===== config.mk =====
export PLATFORM = sky130hd
export DESIGN_NAME = bba_bitmap
export DESIGN_NICKNAME = d
export VERILOG_FILES = /design/src/rtl/core/assert_macros.svh /design/src/rtl/core/bba_pkg.sv /design/src/rtl/core/bba_bitmap.sv
export SDC_FILE = /design/constraint.sdc
export NUM_CORES = 1
export LEC_CHECK = 0
export BUFFER_PORTS_ARGS = -buffer_cell sky130_fd_sc_hd__buf_2
export CAP_MARGIN = 15
export CORE_ASPECT_RATIO = 1.2
export CORE_MARGIN = 2
export CORE_UTILIZATION = 60
export CTS_BUF_LIST = sky130_fd_sc_hd__clkbuf_4
export DETAILED_ROUTE_END_ITERATION = 16
export GPL_TIMING_DRIVEN = 0
export HOLD_SLACK_MARGIN = 0.06
export PLACE_DENSITY = 0.74
export SKIP_CTS_REPAIR_TIMING = 1
export SLEW_MARGIN = 20
export SYNTH_ARGS = -nofsm -noshare
export SYNTH_HDL_FRONTEND = slang
export SYNTH_SLANG_ARGS = --single-unit

===== constraint.sdc =====
create_clock -name clk -period 2.69 [get_ports clk]
set_input_delay 0.269 -clock clk [delete_from_list [all_inputs] [get_ports clk]]
set_output_delay 0.269 -clock clk [all_outputs]
set_load 0.01 [all_outputs]

===== src/rtl/core/assert_macros.svh =====
// Assertion macros shared by the allocator RTL.
// Each macro samples on clk and is disabled while arst_n is low; no other dependencies.
`ifndef ASSERT_MACROS_SVH
`define ASSERT_MACROS_SVH

// Checks that the consequent holds in the same cycle as the antecedent.
`define ASSERT_SAME(label, ante, cons, msg) \
	label: assert property (@(posedge clk) disable iff (!arst_n) (ante) |-> (cons)) \
		else $error(msg);

// Checks that the consequent holds in the cycle after the antecedent.
`define ASSERT_NEXT(label, ante, cons, msg) \
	label: assert property (@(posedge clk) disable iff (!arst_n) (ante) |=> (cons)) \
		else $error(msg);

`endif


===== src/rtl/core/bba_pkg.sv =====
// Shared constants, types and codes for the bitmap block allocator.
// Has no dependencies; every allocator module refers to it by scoped names.
package bba_pkg;

	// Sizing of the store.
	localparam int BLOCK_BYTES     = 4096;
	localparam int NUM_SLOTS       = 32;
	localparam int MAX_FILE_BLOCKS = 16;
	localparam int NUM_BLOCKS      = 256;

	// Port field widths.
	localparam int SLOT_W   = 5;
	localparam int SIZE_W   = 17;
	localparam int STATUS_W = 2;
	localparam int CNT_W    = 5;
	localparam int FREE_W   = 9;

	// Derived widths. A block size is a power of two, so rounding up is an add and a shift.
	localparam int BLOCK_SHIFT = $clog2(BLOCK_BYTES);
	localparam int NEED_W      = SIZE_W + 1 - BLOCK_SHIFT;
	localparam int BLK_W       = $clog2(NUM_BLOCKS);
	localparam int SCAN_W      = 8;
	localparam int OFF_W       = $clog2(SCAN_W);
	localparam int NUM_WORDS   = NUM_BLOCKS / SCAN_W;
	localparam int WORD_W      = $clog2(NUM_WORDS);
	localparam int LIST_DEPTH  = NUM_SLOTS * MAX_FILE_BLOCKS;
	localparam int LIST_AW     = $clog2(LIST_DEPTH);

	// Result codes.
	typedef enum logic [STATUS_W-1:0] {
		STATUS_OK       = 2'd0,
		STATUS_NO_SPACE = 2'd1,
		STATUS_TOO_BIG  = 2'd2
	} status_e_t;

	// Sequencer states.
	typedef enum logic [2:0] {
		S_IDLE,
		S_LOAD,
		S_GROW,
		S_SHRINK_RD,
		S_SHRINK_WR,
		S_REPORT
	} state_e_t;

	// One bitmap update per cycle: set a block, clear a block, or neither.
	typedef struct packed {
		logic             set;
		logic             clr;
		logic [BLK_W-1:0] idx;
	} bm_cmd_t;

endpackage


===== src/rtl/core/bba_bitmap.sv =====
// Used-block bitmap, held as words of flip-flops that reset clears to all free.
// Depends on bba_pkg for sizing and the update command struct.
module bba_bitmap (
	input  logic                       clk,
	input  logic                       arst_n,
	input  bba_pkg::bm_cmd_t           cmd,
	input  logic [bba_pkg::WORD_W-1:0] rd_word_idx,
	output logic [bba_pkg::SCAN_W-1:0] rd_word
);

	logic [bba_pkg::SCAN_W-1:0] map_q [bba_pkg::NUM_WORDS];
	logic [bba_pkg::WORD_W-1:0] cmd_word;
	logic [bba_pkg::OFF_W-1:0]  cmd_bit;

	assign cmd_word = cmd.idx[bba_pkg::BLK_W-1:bba_pkg::OFF_W];
	assign cmd_bit  = cmd.idx[bba_pkg::OFF_W-1:0];

	// Set or clear a single block per cycle.
	always_ff @(posedge clk or negedge arst_n) begin
		if (!arst_n) begin
			for (int w = 0; w < bba_pkg::NUM_WORDS; w++) begin
				map_q[w] <= '0;
			end
		end else if (cmd.set) begin
			map_q[cmd_word][cmd_bit] <= 1'b1;
		end else if (cmd.clr) begin
			map_q[cmd_word][cmd_bit] <= 1'b0;
		end
	end

	// One word is read per cycle, either for the scan or for a release.
	assign rd_word = map_q[rd_word_idx];

endmodule


**Yosys cells after proc, flatten, opt, wreduce, memory -nomap -nowiden**

Index checks and enable logic that the tools add are counted.

- Magnitude comparators: 5
- Bitwise logic cells: 5
- Reductions and logical operators: 3
- Mux-type cells: 9

Operators with widths:

| cell | number |
|---|---|
| $mux W256 | 2 |
| $and A256 B256 Y256 | 1 |
| $not A256 Y256 | 1 |
| $or A256 B256 Y256 | 1 |
| $bmux W8 S5 | 1 |
| $demux W8 S5 | 1 |
| $mux W8 | 3 |
| $ge A6 B6 Y1 const B | 2 |
| $not A5 Y6 | 2 |
| $lt A6 B1 Y1 const B | 1 |
| $lt A3 B4 Y1 const B | 1 |
| $demux W1 S3 | 1 |
| $ge A3 B1 Y1 const B | 1 |
| $logic_and A1 B1 Y1 | 2 |
| $reduce_bool A2 Y1 | 1 |
| $mux W1 | 1 |

- Flip-flop bits (word level): 256

**Logic depth before layout (Yosys ltp)**

- Depth in word-level cells: 10
- Depth in mapped cells: 6
- Mapped depth without buffers: 3

**Worst setup path before layout**

Ideal clock, no wire load.

- Path type: input-to-output
- Start: input port rd_word_idx[2] (netlist name)
- End: output port rd_word[1] (netlist name)
- Stages on the path: 5
- Path slack: 0.388 ns
- Path buffers: 2
- Arrival: 2.033 ns
- Required time: 2.421 ns
- Cell sequence: clkbuf_1 buf_1 mux4_2 mux4_2 mux2_2

- Longest elaborated chain between the ends: 4

RTL lines:

| item | line | RTL |
|---|---|---|
| from (decl) | bba_bitmap.sv:7 | `input logic [bba_pkg::WORD_W-1:0] rd_word_idx,` |
| $not A5 Y6 (implied by the code) | bba_bitmap.sv:32 | `assign rd_word = map_q[rd_word_idx];` |
| $bmux W8 S5 | bba_bitmap.sv:32 |  |
| $mux W8 (implied by the code) (2 in series) | bba_bitmap.sv:32 |  |
| to (decl) | bba_bitmap.sv:8 | `output logic [bba_pkg::SCAN_W-1:0] rd_word` |

No other way between the ends. The select of a mux whose other input is x is not followed.

==> metrics <==
Synth Area in XOR/XNOR 0; Final Hold Violating Endpoints 0; drt drc 0; FP Rows 60; failing checks negative setup slack; later-pin clock latency in the skew report 0.69 ns; synth top area cells dfrtp_1, mux2_2, mux4_2; Die Area approximately 0.024 mm2; outcome finished with violations; Synth cell types 29; Pleak roughly 6.5 nW; I/O Buffers 18; first-pass GRT wire length around 63000 um; crit end category primary output; Post-Synth Simple-Gate Area 0.129; routed length per placed instance 28.3 um; Die W 141 um; core footprint around 0.022 mm2; Setup CP Type reg2out; largest family of logic cells by synthesized area multiplexers; final worst setup slack -0.157 ns; startpoint class of the critical path flop; TritonRoute pass-1 iters 5; CTS tree yes; initial antenna violation count 2; Ys Warns 0; ys async rst share 1.00; Root Buffer clkbuf_4; number of enable flip-flop cells after synthesis 0; RSZ-0062 raised after global routing yes; clk_skew 0 ns; Initial Utilization 0.608; initial DRC count between 1000 and 1500; Clock Pin Slew Worst Setup and Hold Paths 0.07 ns; Main synth FF type dfrtp_1; vias in the first global route ~11000; Compound-Gate Fraction of Synth Area 0.00286; GRT Util Overall 0.354; vias per cell a little over 7; largest net degree at the start of global routing about 90; GRT overflow 0; placed insts between 1000 and 1500; fin crit share 1.06; Mapped Area approximately 0.014 mm2; Area growth syn-to-layout 11.3%; Mapped Cells ~1000; final RePlAce weighted congestion roughly 0.97; Yosys top cell area share 0.472; mean post-synth cell area about 13 um2; post-DP HPWL approximately 28000 um; Die Y 169 um; R2R Setup Slk ~1.9 ns; syn nets around 1100; CTS H-tree lvls 3; # fillers 1633; sequential-to-total area share from yosys stat 0.472; post-route ant nets 0; Peak VDD IR 0.333 mV; max-slew violations 0; Max Freq ~0.35 GHz; Final Non-Filler Cells 1460; fin nets 1150; WP data required ~2.4 ns; WP data arrival 2.58 ns; final setup vio count 8; Hold/Removal Path Class in2async; IO Count 25; critical path peak fanout 2; max_slew headroom 0.279; layout cells sized above 1 0.425; CTS buffer count between 70 and 80; Clock Tree Buf Depth 3; pin slew with the least headroom to its limit 1.08 ns; synthesized flop and latch total 256; Synth Area in Adders 0; Tmin final between 2 and 3 ns; CTS Sinks around 260; power per cell area just over 600 mW/mm2; final wirelength a little over 40000 um; cell taking the most area after synthesis dfrtp_1; mux cell area share after synthesis 0.352; Final Core Density 0.677; via count roughly 11000; max cap viols 0
metrics by stage:
stage	worst slack (ns)	area [um2]	power [mW]	hold slack, ns	setup TNS [ns]
global placement	-3.37	14000	5.45	0.482	-861.75
floorplan	0.388	13600	5.02	-0.0266	0
CTS	-0.579	15000	9.35	-0.428	-4.26
global route	-0.180	15100	9.69	0.151	-1.21
detailed placement	-0.577	14100	5.50	0.309	-4.26
finish	-0.157	15100	9.36	0.142	-0.900
cells in the final DEF, fill, tap and decap left out, types with 2 or more instances in the layout:
cell type and count:
dfrtp_1 256, buf_4 6, buf_16 2, clkbuf_4 108
nand3b_1 3, mux2_4 3, clkinv_1 5, and3b_1 3
clkbuf_1 116, mux2_2 261, nor2b_1 2, nor4_1 160
mux4_2 80, nor3b_1 2, nor3_1 33, buf_6 5
nor2_1 2, nand2_1 2, nand2b_1 4, nand4_1 64
buf_1 18, clkbuf_2 6, bufinv_16 4, inv_2 3
or3b_2 3, buf_2 16
worst max-delay path, cell delays in order, from the launching register on:
cell and delay, ns:
dfrtp_1 0.39, mux4_2 0.51, mux4_2 0.53, mux2_4 0.30, buf_6 0.12
area by class of cell:
class / count / area (um2) / share of cell area
Sequential cell: 256 / 6410 / 0.425
Antenna cell: 1 / 2.50 / 0.000166
Clock buffer: 108 / 811 / 0.0537
Tap cell: 279 / 349 / 0.0231
Buffer: 150 / 604 / 0.0400
Multi-Input combinational cell: 633 / 6580 / 0.436
Timing Repair Buffer: 21 / 190 / 0.0126
Clock inverter: 12 / 150 / 0.00995
cell usage after synthesis (3+ instances only):
cell type,n
mux4_2,80
nand3b_1,3
clkbuf_1,120
nand4_1,64
dfrtp_1,256
or3b_2,3
nor4_1,160
buf_1,21
mux2_2,264
buf_4,6
and3b_1,3
nand2b_1,4
nor3b_1,3
nor3_1,33
path summary, 6_finish.rpt:
| kind | startpoint | endpoint | cells after the start |
|---|---|---|---|
| max | flop | rd_word[3] | 4 |
| min | arst_n | async pin | 2 |
| max reg2reg | flop | flop | 1 |
| min reg2reg | flop | flop | 1 |
| max in group asynchronous | arst_n | async pin | 3 |
| min in group clk | cmd[2] | flop | 4 |
power by group:
part	internal, mW	switching (mW)	total, mW
Combinational	0.487	0.745	1.23
Clock	2.20	1.69	3.89
Sequential	4.11	0.136	4.25
Total	6.79	2.57	9.36
kinds of logic after synthesis:
logic type             after synthesis
multiplexers                       344
AND/OR/NAND/NOR                    284
buffers and inverters              150
AO/OA/AOI/OAI                        5
flip-flops                         256
layer usage:
metal	vias to the layer above	part of all wire	track usage
met2	723	0.48	0.554
met1	5421	0.37	0.463
met4	0	0.048	0.173
li1	4302	-	-
met3	167	0.11	0.0934
met5	-	0	0
No activity file was read; power rests on OpenSTA's default activity.
