File: src/rtl/core/assert_macros.svh
// Assertion macros shared by the allocator RTL.
// Each macro samples on clk and is disabled while arst_n is low; no other dependencies.
`ifndef ASSERT_MACROS_SVH
`define ASSERT_MACROS_SVH

// Checks that the consequent holds in the same cycle as the antecedent.
`define ASSERT_SAME(label, ante, cons, msg) \
	label: assert property (@(posedge clk) disable iff (!arst_n) (ante) |-> (cons)) \
		else $error(msg);

// Checks that the consequent holds in the cycle after the antecedent.
`define ASSERT_NEXT(label, ante, cons, msg) \
	label: assert property (@(posedge clk) disable iff (!arst_n) (ante) |=> (cons)) \
		else $error(msg);

`endif

File: src/rtl/core/bba_pkg.sv
// Shared constants, types and codes for the bitmap block allocator.
// Has no dependencies; every allocator module refers to it by scoped names.
package bba_pkg;

	// Sizing of the store.
	localparam int BLOCK_BYTES     = 4096;
	localparam int NUM_SLOTS       = 32;
	localparam int MAX_FILE_BLOCKS = 16;
	localparam int NUM_BLOCKS      = 256;

	// Port field widths.
	localparam int SLOT_W   = 5;
	localparam int SIZE_W   = 17;
	localparam int STATUS_W = 2;
	localparam int CNT_W    = 5;
	localparam int FREE_W   = 9;

	// Derived widths. A block size is a power of two, so rounding up is an add and a shift.
	localparam int BLOCK_SHIFT = $clog2(BLOCK_BYTES);
	localparam int NEED_W      = SIZE_W + 1 - BLOCK_SHIFT;
	localparam int BLK_W       = $clog2(NUM_BLOCKS);
	localparam int SCAN_W      = 8;
	localparam int OFF_W       = $clog2(SCAN_W);
	localparam int NUM_WORDS   = NUM_BLOCKS / SCAN_W;
	localparam int WORD_W      = $clog2(NUM_WORDS);
	localparam int LIST_DEPTH  = NUM_SLOTS * MAX_FILE_BLOCKS;
	localparam int LIST_AW     = $clog2(LIST_DEPTH);

	// Result codes.
	typedef enum logic [STATUS_W-1:0] {
		STATUS_OK       = 2'd0,
		STATUS_NO_SPACE = 2'd1,
		STATUS_TOO_BIG  = 2'd2
	} status_e_t;

	// Sequencer states.
	typedef enum logic [2:0] {
		S_IDLE,
		S_LOAD,
		S_GROW,
		S_SHRINK_RD,
		S_SHRINK_WR,
		S_REPORT
	} state_e_t;

	// One bitmap update per cycle: set a block, clear a block, or neither.
	typedef struct packed {
		logic             set;
		logic             clr;
		logic [BLK_W-1:0] idx;
	} bm_cmd_t;

endpackage

File: src/rtl/core/bba_find.sv
// Lowest free block finder over one bitmap word, at or above a starting offset.
// Depends on bba_pkg for the word and offset widths.
module bba_find (
	input  logic [bba_pkg::SCAN_W-1:0] word,
	input  logic [bba_pkg::OFF_W-1:0]  off,
	output logic                       found,
	output logic [bba_pkg::OFF_W-1:0]  bit_idx
);

	// Walk from the top bit down so that the lowest qualifying bit wins.
	always_comb begin
		found   = 1'b0;
		bit_idx = '0;
		for (int i = bba_pkg::SCAN_W - 1; i >= 0; i--) begin
			if (!word[i] && (bba_pkg::OFF_W'(i) >= off)) begin
				found   = 1'b1;
				bit_idx = bba_pkg::OFF_W'(i);
			end
		end
	end

endmodule

File: config.mk
export PLATFORM = sky130hd
export DESIGN_NAME = bba_find
export DESIGN_NICKNAME = d
export VERILOG_FILES = /design/src/rtl/core/assert_macros.svh /design/src/rtl/core/bba_pkg.sv /design/src/rtl/core/bba_find.sv
export SDC_FILE = /design/constraint.sdc
export NUM_CORES = 1
export LEC_CHECK = 0
export BUFFER_PORTS_ARGS = -buffer_cell sky130_fd_sc_hd__buf_2
export CELL_PAD_IN_SITES_DETAIL_PLACEMENT = 1
export CELL_PAD_IN_SITES_GLOBAL_PLACEMENT = 2
export CORE_AREA = 2 2 39 41
export DETAILED_ROUTE_END_ITERATION = 16
export DIE_AREA = 0 0 41 43
export PLACE_DENSITY = 0.67
export SYNTH_ARGS = -nofsm -noshare
export SYNTH_HDL_FRONTEND = slang
export SYNTH_SLANG_ARGS = --single-unit
File: constraint.sdc
create_clock -name vclk -period 1.08
set_input_delay 0.108 -clock vclk [all_inputs]
set_output_delay 0.108 -clock vclk [all_outputs]
set_load 0.005 [all_outputs]
==> Word-level counts from Yosys, hierarchy flattened <==
Cells that the tools add are included.
{ "word_totals": {"regBits": 0, "in_bits": 11} }
{ "classes": {"n_lt_le_gt_ge": 8, "n_mux": 16, "n_reduce_logical": 16} }
{ "op_table": {"columns": ["operator", "n"], "rows": [
  ["2-to-1 mux 3 bit", 8],
  ["greater-or-equal comparator 3 bit, first input constant", 4],
  ["logical AND 1 bit", 8],
  ["logical NOT 1 bit", 8],
  ["2-to-1 mux 1 bit", 8],
  ["greater-or-equal comparator 1 x 3 -> 1 bit, first input constant", 2],
  ["greater-or-equal comparator 2 x 3 -> 1 bit, first input constant", 2]
]} }

==> Logic depth before layout (Yosys ltp) <==
Gate-level depths: netlist of the first run.
{ "depth": {"depth_word": 10, "mapped_depth": 5, "mapped_depth_nobuf": 4} }

==> Least setup slack after synthesis of the first run <==
OpenSTA, ideal clock, no wires.
{ "synth_path": {"path_kind": "input -> output", "start": "in off[0] (netlist bit)", "end": "out bit_idx[2] (netlist bit)", "arrival_ps": 777, "required_time_ps": 972, "setup_slack_ps": 195, "cell_stages": 5, "path_cell_list": "buf_6 a21o_1 a22o_1 nor2b_4 nor3_2"} }
{ "synth_between": {"elab_chain_cells": 10, "word_cells_on_any_way": 24, "cone_classes": "order compare (8); mux (8); reduce/logical (8)"} }
{ "synth_rtl": {"columns": ["item", "line_no", "rtl"], "rows": [
  ["from (decl)", "bba_find.sv:5", "input logic [bba_pkg::OFF_W-1:0] off,"],
  ["greater-or-equal comparator 3 bit", "bba_find.sv:15", "if (!word[i] && (bba_pkg::OFF_W'(i) >= off)) begin"],
  ["logical AND 1 bit", "bba_find.sv:15", null],
  ["2-to-1 mux 3 bit (7 in series)", "bba_find.sv:15", null],
  ["2-to-1 mux 3 bit (*)", "bba_find.sv:15", null],
  ["to (decl)", "bba_find.sv:7", "output logic [bba_pkg::OFF_W-1:0] bit_idx"]
]} }
Mark *: on every way between the ends. The rest lies on a longest branch, timed or not.

==> Worst setup path after layout of the first run <==
{ "layout_path": {"start": "in off[2] (netlist bit)", "end": "out bit_idx[0] (netlist bit)"} }
Same word-level chain as after synthesis.

==> results of run 1 <==
==> logic make-up after synthesis <==
logic type | count (synthesis) | synth area share [%]
AOI/OAI and AO/OA | 14 | 48.17
buffers and inverters | 3 | 12.80
muxes | 1 | 4.878
and+or+nand+nor | 11 | 34.15
==> cell type report <==
class | instances | area, sq um | share of cell area (%)
tap | 16 | 20.02 | 6.038
timing repair buffer | 16 | 105.1 | 31.70
inverter | 1 | 3.754 | 1.132
multi-input combinational | 26 | 202.7 | 61.13
==> Yosys cell counts, drive strengths merged <==
master  instances  area [sq um]
inv             1         3.750
nor2b           1         13.76
o22ai           2         12.51
nor2            5         18.77
nor3            1         10.01
o32ai           1         8.760
a21o            2         15.01
and3            1         7.510
o22a            1         8.760
nand2           1         3.750
a22o            1         8.760
o21a            1         7.510
a21oi           3         18.77
o21ai           3         18.77
buf             2         22.52
and2            1         6.260
and4b           1         10.01
mux2i           1         10.01
==> worst max-delay path, cell delays in order <==
cell	delay (ns)
buf_2	0.16
mux2i_1	0.24
o32ai_2	0.11
o22ai_1	0.17
buf_2	0.14
==> layer usage <==
metal  routed length, um  global-route usage [%]
met1                 293                   9.810
met2                 291                   12.81
met4                   0                       0
met3                  48                  0.5236
met5                   0                       0
==> metrics by stage <==
| stage | TNS (ns) | std cells | util (%) | total power [mW] |
|---|---|---|---|---|
| final | 0 | 59 | 23.96 | 0.1386 |
| after global placement | -0.07490 | 59 | 20.61 | 0.1177 |
| after detailed placement | -0.05892 | 59 | 20.61 | 0.1194 |
| after global routing | 0 | 59 | 23.96 | 0.1511 |
| after floorplan | 0 | 29 | - | 0.07137 |
| after CTS | 0 | 59 | 21.16 | 0.1243 |
==> worst min-delay path by stage <==
stage,end,cells past startpoint,slack (ns),start
4_1_cts,bit_idx[0],3,0.48,word[1]
2_1_floorplan,bit_idx[0],1,0.27,word[1]
3_5_place_dp,bit_idx[0],3,0.48,word[1]
5_1_grt,bit_idx[0],3,0.51,word[1]
6_report,bit_idx[0],3,0.48,word[1]
3_3_place_gp,bit_idx[0],3,0.47,word[1]
==> repair_timing <==
| item | in CTS | in global routing |
|---|---|---|
| endpoints found under the setup margin | 1 | 4 |
| pin swaps | 1 | 4 |
| resized for setup | 1 | 12 |
==> power by group through the flow <==
stage / Sequential, mW / Combinational (mW) / Clock, mW
after global routing: 0 / 0.151 / 0
final: 0 / 0.139 / 0
after floorplan: 0 / 0.0714 / 0
after global placement: 0 / 0.118 / 0
after detailed placement: 0 / 0.119 / 0
after CTS: 0 / 0.124 / 0
==> flow_summary.toml, run 1 <==
[critical_path]
worstSetupEndpoint = "bit_idx[0]"
crit_required_ns = 0.97
cp_max_fo = 7
cp-end-kind = "output port"
startpoint_type = "primary input"
crit_type = "primary input to output port"
critPathArrivalTime_ns = 0.92
startpoint = "off[2]"

[place]
io_buffers = 15
dp_hpwl_um = 544.6
placed_cell_area_sq_um = 285.3
pre_cts_ws_ns = -0.05892
gp_congestion = 0.6890

[pwr]
leakage_nw = 0.1524
power.switching_mw = 0.06329
p_int_mw = 0.07533
p_comb_share_pct = 100.0
netSwitchingFraction_pct = 45.66
irDropWorstVdd_mv = 0.1509
power_density_nw_per_um2 = 418.1
clockPowerShare_pct = 0
sequentialPowerShare_pct = 0

[yosys]
ys_seq_area_share_pct = 0
ys_warn_count = 0
synth_cell_types = 20
synthCells = 29
syn-num-nets = 40
syn_area_sq_um = 205.2
synth.avg_cell_area_sq_um = 7.076

[timing]
post-route-worst-setup-slack_ns = 0.05243
timing.hold.ws_ns = 0.4840
fmax_mhz = 973.2
fin_crit_sh_pct = 95.15
slew_viol_final = 0
setup_viol = 0
rsz0062_at_grt = "no"
maxSlewHeadroom_pct = 85.92
finalHoldViolations = 0
fin_crit_ns = 1.028
tightestPinTransition_ns = 0.2111

[floorplan]
die_width_um = 41
rows = 14
coreArea_sq_um = 1384
dieHeight_um = 43
dieArea_sq_um = 1763
io-pin-count = 15
start_util_pct = 14.83

[final_layout]
n_fill_cell = 176
n_clock_buffer = 0
seqCellArea_sq_um = 0
mostFrequentLayoutCell = "buf_2"
seq_cells = 0
final_cell_mix = "12 x buf_2, 4 x nor2_1"
stdcell_area_sq_um = 331.6
layout-drive-gt1-share_pct = 55.81
syn_to_final_growth_pct = 61.59
diodes = 0
nNetsFinal = 56

[routing]
ant_nets = 0
drc = 0
first_pass_iters = 1
via_per_inst = 4.458
wire_per_inst_um = 10.75
dr_total_vias = 263
wl_um = 634
drt-initial-drc-count = 0

[min_path]
hold_class = "primary input to output port"

[clocking]
cts_hold_buf = 0
post-cts-setup-buffers = 0

[status]
status = "finished clean"

[grt]
grtUsageTotal_pct = 7.293
grt_max_degree = 10
grt_first_pass_wirelength_um = 945
grt_pass1_vias = 231
antenna_found_initial = 0
grt-ovfl-total = 0

[job]
drv_cap = 0
(Power assumes the default switching activity.)
==> run 2, diff against run 1 <==
--- a/config.mk
+++ b/config.mk
@@ -12,6 +12,7 @@
 export DETAILED_ROUTE_END_ITERATION = 16
 export DIE_AREA = 0 0 41 43
 export PLACE_DENSITY = 0.67
+export REMOVE_ABC_BUFFERS = 1
 export SYNTH_ARGS = -nofsm -noshare
 export SYNTH_HDL_FRONTEND = slang
 export SYNTH_SLANG_ARGS = --single-unit
==> flow_summary.toml, run 2 (synthesis results as in run 1) <==
[status]
status = "finished clean"

[critical_path]
slowest_delay_ns = 0.26
startpoint_type = "primary input"
cp_max_fo = 9
cp-end-kind = "output port"
cp_top_family = "compound AO/OA/AOI/OAI gates"
crit_type = "primary input to output port"
cp_num_cells = 5
crit_required_ns = 0.97
critPathArrivalTime_ns = 0.92
crit_buf_inv = 2
startpoint = "off[0]"
worstSetupEndpoint = "bit_idx[0]"
cp_slowest_cell = "o32ai_2"
path_cells = "buf_12, and4b_1, o32ai_2, o22ai_1, buf_2"

[final_layout]
mostFrequentLayoutCell = "buf_2"
diodes = 0
seqCellArea_sq_um = 0
syn_to_final_growth_pct = 61.59
stdcell_count = 59
seq_cells = 0
nNetsFinal = 56
n_fill_cell = 179
layout-drive-gt1-share_pct = 55.81
n_clock_buffer = 0
final_cell_mix = "11 x buf_2, 4 x nor2_1, 3 x buf_6"

[floorplan]
dieHeight_um = 43
dieArea_sq_um = 1763
coreArea_sq_um = 1384
io-pin-count = 15
start_util_pct = 14.83
rows = 14
die_width_um = 41

[pwr]
power_density_nw_per_um2 = 414.6
irDropWorstVdd_mv = 0.1135
leakage_nw = 0.1566
power_mw = 0.1375

[routing]
drt-initial-drc-count = 0
dr_total_vias = 285
drc = 0
via_per_inst = 4.831
ant_nets = 0
wire_per_inst_um = 10.37
first_pass_iters = 1
wl_um = 612

[timing]
setup_viol = 0
maxSlewHeadroom_pct = 87.87
finalHoldViolations = 0
tightestPinTransition_ns = 0.1769
fin_tns_setup_ns = 0
fin_crit_ns = 1.026
timing.hold.ws_ns = 0.4827
slew_viol_final = 0
fmax_mhz = 974.2
fin_crit_sh_pct = 95.04

[place]
io_buffers = 15
gp_congestion = 0.5959
dp_hpwl_um = 511.8
dp_cells = 59

[job]
drv_cap = 0

[grt]
grt_first_pass_wirelength_mm = 1.014
grtUsageTotal_pct = 7.592
antenna_found_initial = 0
grt-ovfl-total = 0
grt_pass1_vias = 257
grt_max_degree = 10

[min_path]
hold_class = "primary input to output port"
-- run 2: final cells by class --
cell class                 instances  area (sq um)  share of cell area [%]
tap                               16         20.02                   6.038
timing repair buffer              16         116.4                   35.09
inverter                           1         3.754                   1.132
multi-input combinational         26         191.4                   57.74
-- run 2: report_power, final --
part	internal (mW)	total, mW	leakage, nW	switching [mW]
combinational	0.0773	0.137	0.157	0.0601
sequential	0	0	0	0
clock	0	0	0	0
total	0.0773	0.137	0.157	0.0601
-- run 2: per-layer routing --
metal / track usage (%) / up-vias / share of wire (%)
met4: 0 / 0 / 0
met3: 0.5236 / 0 / 8.5
li1: - / 138 / -
met2: 13.13 / 10 / 49
met5: 0 / - / 0
met1: 10.44 / 137 / 43
-- run 2: per-stage QoR --
step / setup WS (ns) / util [%] / area, sq um
after global placement: -0.05678 / 20.61 / 285.3
final: 0.05355 / 23.96 / 331.6
after floorplan: 0.2912 / - / 182.7
after detailed placement: -0.05488 / 20.61 / 285.3
after CTS: 0.01236 / 21.52 / 297.8
after global routing: -0.0004652 / 23.96 / 331.6
-- run 2: what timing repair did --
action | in CTS | in global routing
resized for setup | 3 | 10
pin swaps | 1 | 3
endpoints found under the setup margin | 2 | 4
cloned | 0 | 0
buffers inserted | 0 | 0
hold buffers | 0 | 0
-- run 2: how the worst min path moves through the flow --
stage                 start  slack (ns)    endpoint  depth (start not counted)
floorplan           word[1]        0.27  bit_idx[0]                          1
global placement    word[1]        0.48  bit_idx[0]                          3
detailed placement  word[1]        0.48  bit_idx[0]                          3
CTS                 word[1]        0.48  bit_idx[0]                          3
global route        word[1]        0.49  bit_idx[0]                          3
finish              word[1]        0.48  bit_idx[0]                          3
